### src/rtl/packet_sequence_loss_tracker_top_defines.svh
// assertion macros for the packet sequence loss tracker
// included by modules that carry concurrent checks, no other dependencies
`ifndef PACKET_SEQUENCE_LOSS_TRACKER_TOP_DEFINES_SVH
`define PACKET_SEQUENCE_LOSS_TRACKER_TOP_DEFINES_SVH

// same-cycle implication, checks disabled while reset is low
`define PSLT_ASSERT_NOW(label, clk, rst_n, ante, cons) \
    label: assert property (@(posedge clk) disable iff (!rst_n) (ante) |-> (cons)) \
        else $error("pslt same-cycle check failed");

// next-cycle implication, checks disabled while reset is low
`define PSLT_ASSERT_NEXT(label, clk, rst_n, ante, cons) \
    label: assert property (@(posedge clk) disable iff (!rst_n) (ante) |=> (cons)) \
        else $error("pslt next-cycle check failed");

`endif

### src/rtl/pslt_pkg.sv
// types and constants shared by the packet sequence loss tracker
// no dependencies
`timescale 1ns / 1ps

package pslt_pkg;

    localparam int SEQ_W = 32;

    localparam logic [SEQ_W-1:0] WINDOW_RESET = 32'd1000;

    typedef logic [SEQ_W-1:0] t_seq;

    typedef enum logic [1:0] {
        STATUS_OK         = 2'd0,
        STATUS_REORDERED  = 2'd1,
        STATUS_DUPLICATE  = 2'd2
    } t_status;

endpackage

### src/rtl/pslt_seq_if.sv
// input channel: one packet sequence number per item
// depends on pslt_pkg
`timescale 1ns / 1ps

interface pslt_seq_if;
    logic              valid;
    logic              ready;
    pslt_pkg::t_seq    seq_number;

    modport source (output valid, output seq_number, input ready);
    modport sink   (input valid, input seq_number, output ready);
endinterface

### src/rtl/pslt_res_if.sv
// result channel: status and running statistics after each item
// depends on pslt_pkg
`timescale 1ns / 1ps

interface pslt_res_if;
    logic                valid;
    logic                ready;
    pslt_pkg::t_status   status;
    pslt_pkg::t_seq      received_count;
    pslt_pkg::t_seq      lost_count;
    pslt_pkg::t_seq      reordered_count;
    pslt_pkg::t_seq      next_expected;
    pslt_pkg::t_seq      highest_seq;

    modport source (
        output valid, output status, output received_count, output lost_count,
        output reordered_count, output next_expected, output highest_seq,
        input ready
    );
    modport sink (
        input valid, input status, input received_count, input lost_count,
        input reordered_count, input next_expected, input highest_seq,
        output ready
    );
endinterface

### src/rtl/packet_sequence_loss_tracker_top.sv
// packet sequence loss tracker: classifies each sequence number and keeps stats
// depends on pslt_pkg, pslt_seq_if, pslt_res_if, packet_sequence_loss_tracker_top_defines.svh
//
//  channel  | dir | handshake          | payload
//  ---------+-----+--------------------+------------------------------------------
//  i_in     | in  | valid/ready        | seq_number
//  o_res    | out | valid/ready        | status, received/lost/reordered counts,
//           |     |                    | next_expected, highest_seq
//  cfg      | in  | i_cfg_we           | i_cfg_wdata -> reorder window
//
// result path from the input accept: the input register, then the statistics registers
// that double as the result register
// one item per cycle unless o_res stalls; the compare/add path between the registers sets it
// i_rst_n clears all counters and sets the window to 1000
// a stalled result holds the input register, which holds i_in.ready low once full
`timescale 1ns / 1ps
`include "packet_sequence_loss_tracker_top_defines.svh"

module packet_sequence_loss_tracker_top (
    input  logic                   i_clk,
    input  logic                   i_rst_n,
    input  logic                   i_cfg_we,
    input  pslt_pkg::t_seq         i_cfg_wdata,
    pslt_seq_if.sink               i_in,
    pslt_res_if.source             o_res
);
    import pslt_pkg::*;

    t_seq    r_window;
    logic    r_in_valid;
    t_seq    r_in_seq;
    logic    r_out_valid;
    t_status r_status;
    t_seq    r_received;
    t_seq    r_expected;
    t_seq    r_max_seen;
    t_seq    r_lost;
    t_seq    r_reordered;

    t_status n_status;
    t_seq    n_received;
    t_seq    n_expected;
    t_seq    n_max_seen;
    t_seq    n_lost;
    t_seq    n_reordered;

    logic    advance;
    t_seq    seq_plus1;
    t_seq    floor_seq;

    // the stats registers are the result register, so an item moves on only once
    // the previous result is gone or leaving
    assign advance    = r_in_valid && (!r_out_valid || o_res.ready);
    assign i_in.ready = !r_in_valid || advance;

    assign seq_plus1 = r_in_seq + t_seq'(1);
    assign floor_seq = r_max_seen - r_window;

    always_comb begin
        n_received  = r_received + t_seq'(1);
        n_expected  = r_expected;
        n_max_seen  = r_max_seen;
        n_lost      = r_lost;
        n_reordered = r_reordered;
        n_status    = STATUS_OK;
        if (n_received == t_seq'(1)) begin
            // first item (or counter wrapped round) restarts tracking
            n_expected = seq_plus1;
            n_max_seen = r_in_seq;
        end else if (r_in_seq == r_expected) begin
            n_expected = seq_plus1;
            if (r_in_seq > r_max_seen) begin
                n_max_seen = r_in_seq;
            end
        end else if (r_in_seq > r_expected) begin
            n_lost     = r_lost + (r_in_seq - r_expected);
            n_expected = seq_plus1;
            n_max_seen = r_in_seq;
        end else if (r_in_seq > floor_seq) begin
            n_status    = STATUS_REORDERED;
            n_reordered = r_reordered + t_seq'(1);
            if (r_lost != '0) begin
                n_lost = r_lost - t_seq'(1);
            end
        end else begin
            n_status = STATUS_DUPLICATE;
        end
    end

    always_ff @(posedge i_clk) begin
        if (!i_rst_n) begin
            r_window    <= WINDOW_RESET;
            r_in_valid  <= 1'b0;
            r_out_valid <= 1'b0;
            r_received  <= '0;
            r_expected  <= '0;
            r_max_seen  <= '0;
            r_lost      <= '0;
            r_reordered <= '0;
        end else begin
            if (i_cfg_we) begin
                r_window <= i_cfg_wdata;
            end
            if (i_in.ready) begin
                r_in_valid <= i_in.valid;
            end
            if (advance) begin
                r_out_valid <= 1'b1;
                r_received  <= n_received;
                r_expected  <= n_expected;
                r_max_seen  <= n_max_seen;
                r_lost      <= n_lost;
                r_reordered <= n_reordered;
            end else if (o_res.ready) begin
                r_out_valid <= 1'b0;
            end
        end
    end

    // payload registers, no reset needed
    always_ff @(posedge i_clk) begin
        if (i_in.valid && i_in.ready) begin
            r_in_seq <= i_in.seq_number;
        end
        if (advance) begin
            r_status <= n_status;
        end
    end

    assign o_res.valid           = r_out_valid;
    assign o_res.status          = r_status;
    assign o_res.received_count  = r_received;
    assign o_res.lost_count      = r_lost;
    assign o_res.reordered_count = r_reordered;
    assign o_res.next_expected   = r_expected;
    assign o_res.highest_seq     = r_max_seen;

    `PSLT_ASSERT_NEXT(a_recv_step, i_clk, i_rst_n, advance,
        r_received == $past(r_received) + t_seq'(1))
    `PSLT_ASSERT_NEXT(a_reord_only, i_clk, i_rst_n, advance && (n_status != STATUS_REORDERED),
        $stable(r_reordered))
    `PSLT_ASSERT_NOW(a_hold_means_stall, i_clk, i_rst_n, r_in_valid && !advance,
        r_out_valid && !o_res.ready)
    `PSLT_ASSERT_NOW(a_status_code, i_clk, i_rst_n, r_out_valid,
        (r_status == STATUS_OK) || (r_status == STATUS_REORDERED) ||
        (r_status == STATUS_DUPLICATE))

endmodule

### src/flat_wrapper.sv
// flat-port wrapper written by rule: the top's interface ports become plain ports
module packet_sequence_loss_tracker_top_flat import pslt_pkg::*;
  (i_clk, i_rst_n, i_cfg_we, i_cfg_wdata, i_in_valid, i_in_seq_number, i_in_ready, o_res_valid, o_res_status, o_res_received_count, o_res_lost_count, o_res_reordered_count, o_res_next_expected, o_res_highest_seq, o_res_ready);
  pslt_seq_if i_in_i ();
  pslt_res_if o_res_i ();
  input  logic i_clk;
  input  logic i_rst_n;
  input  logic i_cfg_we;
  input  pslt_pkg::t_seq i_cfg_wdata;
  input wire logic [$bits(i_in_i.valid)-1:0] i_in_valid;
  input wire logic [$bits(i_in_i.seq_number)-1:0] i_in_seq_number;
  output wire logic [$bits(i_in_i.ready)-1:0] i_in_ready;
  output wire logic [$bits(o_res_i.valid)-1:0] o_res_valid;
  output wire logic [$bits(o_res_i.status)-1:0] o_res_status;
  output wire logic [$bits(o_res_i.received_count)-1:0] o_res_received_count;
  output wire logic [$bits(o_res_i.lost_count)-1:0] o_res_lost_count;
  output wire logic [$bits(o_res_i.reordered_count)-1:0] o_res_reordered_count;
  output wire logic [$bits(o_res_i.next_expected)-1:0] o_res_next_expected;
  output wire logic [$bits(o_res_i.highest_seq)-1:0] o_res_highest_seq;
  input wire logic [$bits(o_res_i.ready)-1:0] o_res_ready;
  assign i_in_i.valid = i_in_valid;
  assign i_in_i.seq_number = i_in_seq_number;
  assign i_in_ready = i_in_i.ready;
  assign o_res_valid = o_res_i.valid;
  assign o_res_status = o_res_i.status;
  assign o_res_received_count = o_res_i.received_count;
  assign o_res_lost_count = o_res_i.lost_count;
  assign o_res_reordered_count = o_res_i.reordered_count;
  assign o_res_next_expected = o_res_i.next_expected;
  assign o_res_highest_seq = o_res_i.highest_seq;
  assign o_res_i.ready = o_res_ready;
  packet_sequence_loss_tracker_top u_core (.i_clk(i_clk), .i_rst_n(i_rst_n), .i_cfg_we(i_cfg_we), .i_cfg_wdata(i_cfg_wdata), .i_in(i_in_i), .o_res(o_res_i));
endmodule
### config.mk
export PLATFORM = sky130hd
export DESIGN_NAME = packet_sequence_loss_tracker_top_flat
export DESIGN_NICKNAME = d
export VERILOG_FILES = /design/src/rtl/pslt_pkg.sv /design/src/rtl/pslt_seq_if.sv /design/src/rtl/pslt_res_if.sv /design/src/rtl/packet_sequence_loss_tracker_top.sv /design/src/flat_wrapper.sv
export VERILOG_INCLUDE_DIRS = /design/src /design/src/rtl
export SDC_FILE = /design/constraint.sdc
export NUM_CORES = 1
export LEC_CHECK = 0
export BUFFER_PORTS_ARGS = -buffer_cell sky130_fd_sc_hd__buf_2
export CELL_PAD_IN_SITES_DETAIL_PLACEMENT = 1
export CELL_PAD_IN_SITES_GLOBAL_PLACEMENT = 2
export CORE_MARGIN = 4
export CORE_UTILIZATION = 35
export CTS_BUF_LIST = sky130_fd_sc_hd__clkbuf_16
export DETAILED_ROUTE_END_ITERATION = 7
export PLACE_DENSITY_LB_ADDON = 0.1
export SYNTH_ARGS = -nofsm -noshare
export SYNTH_HDL_FRONTEND = slang
export SYNTH_SLANG_ARGS = --single-unit
export TNS_END_PERCENT = 100
### constraint.sdc
create_clock -name i_clk -period 6.1 [get_ports i_clk]
set_input_delay 0.61 -clock i_clk [delete_from_list [all_inputs] [get_ports i_clk]]
set_output_delay 0.61 -clock i_clk [all_outputs]
set_load 0.005 [all_outputs]
==> results.md <==
- Worst path required time: 6.56 ns
- Post-synth EDFFs: 34
- Max-slew headroom: 25.62%
- Number of hold buffers added after cts: 0
- Post-synth ARST share: 0%
- Port Buf Inserts: 232
- CTS root buf: clkbuf_16
- Hold/Removal Path Class: input port to register
- CTS H-Tree Depth: 1
- Core Box Area: 0.04775 mm^2
- CP arrival: just over 6 ns
- R2r setup slk: 0.47 ns
- Post-route ant nets: 0
- Setup TNS Final: 0 ns
- Fin. Hold Viols: 0
- Detailed placement HPWL: 43.02 mm
- Final WS setup: 0.4709 ns
- Layout Nets: 2,541
- Total CTS buffers: 30
- Clock sinks: around 230
- Vias in the first global route: 15,760
- CP max FO: 11
- Synth unique cells: 74
- Max frequency: 177.6 MHz
- Largest net degree at the start of global routing: 105
- Crit. End Element: register
- Synth Flop Type: dfxtp_1
- DRT iter0 DRCs: 629
- Wirelength, routed: between 50 and 60 mm
- Mapped Cells: just over 2,000
- Dominant cell type by area after synthesis: dfxtp_1
- Layout cells sized above 1: between 10% and 20%
- Status: finished clean
- Worst-margin pin slew: 1.112 ns
- Synth Cell Area: 0.01692 mm^2
- Syn_area_per_cell: ~8 um^2
- WL/cell: 18.93 um
- Final std cells w/o fill: 2,915
- GRT overflow: 0
- Setup Viol. Count Final: 0
- 1st-pass router iterations: 4
- # IOs: 233
- Global-route wire length before repair: 88.15 mm
- Final slew viol count: 0
- TritonCTS clock tree: yes
- Worst-case clock buffer depth: 3
- Clock latency on the worst-skew pair: 0.58 ns
- Syn nets: approximately 2,300
- Via count: 15,430
- RSZ-0062 raised after global routing: no
- Period utilization: 92.28%
- DR vias/cell: approximately 5.3
- DRC errors left: 0
- Die width: 227.9 um
- Leak Pwr: 8.789 nW
- Top post-synthesis cells by area: dfxtp_1 (23%), ha_1 (12%), edfxtp_1 (6.0%), inv_1 (5.5%), nor2_1 (4.9%)
- Routability Congestion: 0.8160
- Antenna violations before repair: 0
- Total die area: roughly 0.052 mm^2
- CP Class: register to register
- Reg clk slew, reported paths: 0.06 ns
- Starting density of the core: 35.43%
- Synth warnings: 0
- Die height: about 230 um
- Register area share after synthesis: 28.99%
- Final min period: 5.629 ns
- Dpl cells: 2,856
- Std-Cell Rows: 80
- Syn-to-layout area delta: 16.39%
- Maxcap violations: 0
- CP startpoint kind: register
- Yosys top cell area share: 22.96%
- Synthesis-stage register bit count: 228
- Tot GR Track Use: between 20% and 30%
- Place WS: 0.007851 ns
- Setup skew after layout: 0.02092 ns
- Inserted Diodes: 0
- Pwr/cell area: about 260 mW/mm^2
- Worst VDD drop: 0.2236 mV
==> stage by stage <==
stage	power [mW]	hold WS, ns	instance area [um^2]	utilization (%)
after floorplan	2.837	0.4591	16920	-
after global placement	3.261	0.4602	18670	39.11
after detailed placement	3.298	0.4675	18670	39.11
after CTS	5.109	0.1627	19650	41.16
after global routing	5.398	0.1685	19690	41.24
final	5.035	0.2048	19690	41.24
==> report_power, final <==
part / internal [mW] / switching (mW) / total (mW)
Clock: 1.04 / 0.721 / 1.76
Sequential: 1.60 / 0.101 / 1.70
Combinational: 0.651 / 0.926 / 1.58
==> Yosys cell counts (32+ instances only) <==
| cell | instances |
|---|---|
| o21ai_0 | 88 |
| fa_1 | 32 |
| mux2i_1 | 70 |
| nand2_1 | 127 |
| nor3_1 | 49 |
| a21o_1 | 51 |
| dfxtp_1 | 194 |
| clkbuf_1 | 49 |
| edfxtp_1 | 34 |
| xnor2_1 | 89 |
| a211oi_1 | 43 |
| ha_1 | 164 |
| xor2_1 | 45 |
| a21oi_1 | 133 |
| nand3_1 | 63 |
| inv_1 | 247 |
| nand4_1 | 53 |
| nor2_1 | 223 |
==> cells in the final DEF, fill, tap and decap left out, drive strengths merged, types with 11 or more instances in the layout <==
cell,n
o21ai,89
a21oi,134
nor3,49
nor4,27
xor2,45
buf,254
edfxtp,34
fa,32
inv,252
o21bai,11
nand2,127
nor2,223
nand2b,29
nand4,53
ha,164
and3,31
mux2i,70
a21o,51
a211oi,43
o211ai,12
xnor2,89
dfxtp,194
clkinv,14
a31oi,27
nand3,65
or3,17
clkbuf,31
==> logic make-up (layout without fill, tap and decap cells) <==
group           count (synthesis)  in the layout  synth area share [%]
xor+xnor                      134            134                 6.937
flops                         228            228                 28.99
mux                            70             70                 4.142
fa+ha+maj                     196            196                 15.92
simple gates                  679            679                 19.83
buf+inv                       325            557                 7.581
compound gates                436            436                 16.60
==> flip-flops by register name, summed over array words and instances, names as in the netlist <==
name and flops:
u_core.o_res.lost_count 32, u_core.o_res.status 2, u_core.r_in_valid 1, u_core.o_res.reordered_count 32, u_core.o_res.highest_seq 32, u_core.r_in_seq 32
u_core.o_res.next_expected 32, u_core.o_res.valid 1, u_core.r_window 32, u_core.o_res.received_count 32
==> final timing paths <==
path,start,to,depth (start not counted)
max reg2reg,u_core.o_res.highest_seq[6]$_SDFFE_PN0P_,u_core.o_res.lost_count[27]$_SDFFE_PN0P_,21
min,i_in_seq_number[11],u_core.r_in_seq[11]$_DFFE_PP_,1
max,u_core.o_res.highest_seq[6]$_SDFFE_PN0P_,u_core.o_res.lost_count[27]$_SDFFE_PN0P_,21
min reg2reg,u_core.o_res.reordered_count[31]$_SDFFE_PN0P_,u_core.o_res.reordered_count[31]$_SDFFE_PN0P_,2
==> worst max-delay path: stages (launching register included) <==
cell and delay, ns:
dfxtp_1 0.33, ha_1 0.37, and3_1 0.22, a31o_2 0.24
a41oi_1 0.24, a21oi_1 0.18, o21ai_1 0.31, a31oi_1 0.19
a21oi_2 0.27, a21oi_1 0.13, a311oi_1 0.43, ha_1 0.24
nand4_1 0.16, or4_1 0.57, or4_1 0.50, o21ai_2 0.17
o21ai_0 0.18, and3_1 0.26, buf_4 0.18, o21ai_0 0.08
a21oi_1 0.10, o211a_1 0.17
==> layout make-up <==
type	instances	area, um^2
inverters	247	932.1
multi-input cells	1515	10770
clock inverters	25	197.7
repair buffers	254	1339
flip-flops and latches	228	4905
fillers	5800	28060
clock buffers	31	775.7
well taps	615	769.5
==> what timing repair did <==
action | CTS | global route
gates resized for setup | 1 | 7
pin swaps | 1 | 1
setup buffers | 1 | 2
hold endpoints to repair | 0 | 0
endpoints found under the setup margin | 5 | 63
==> per-layer routing <==
| metal | up-vias | share of wire (%) | global-route usage, % |
|---|---|---|---|
| met5 | - | 0 | 0 |
| met4 | 0 | 3.0 | 6.162 |
| met3 | 87 | 4.0 | 3.081 |
| met2 | 255 | 47 | 35.09 |
| met1 | 7443 | 46 | 27.15 |
| li1 | 7647 | - | - |
No activity file was read; power rests on OpenSTA's default activity.
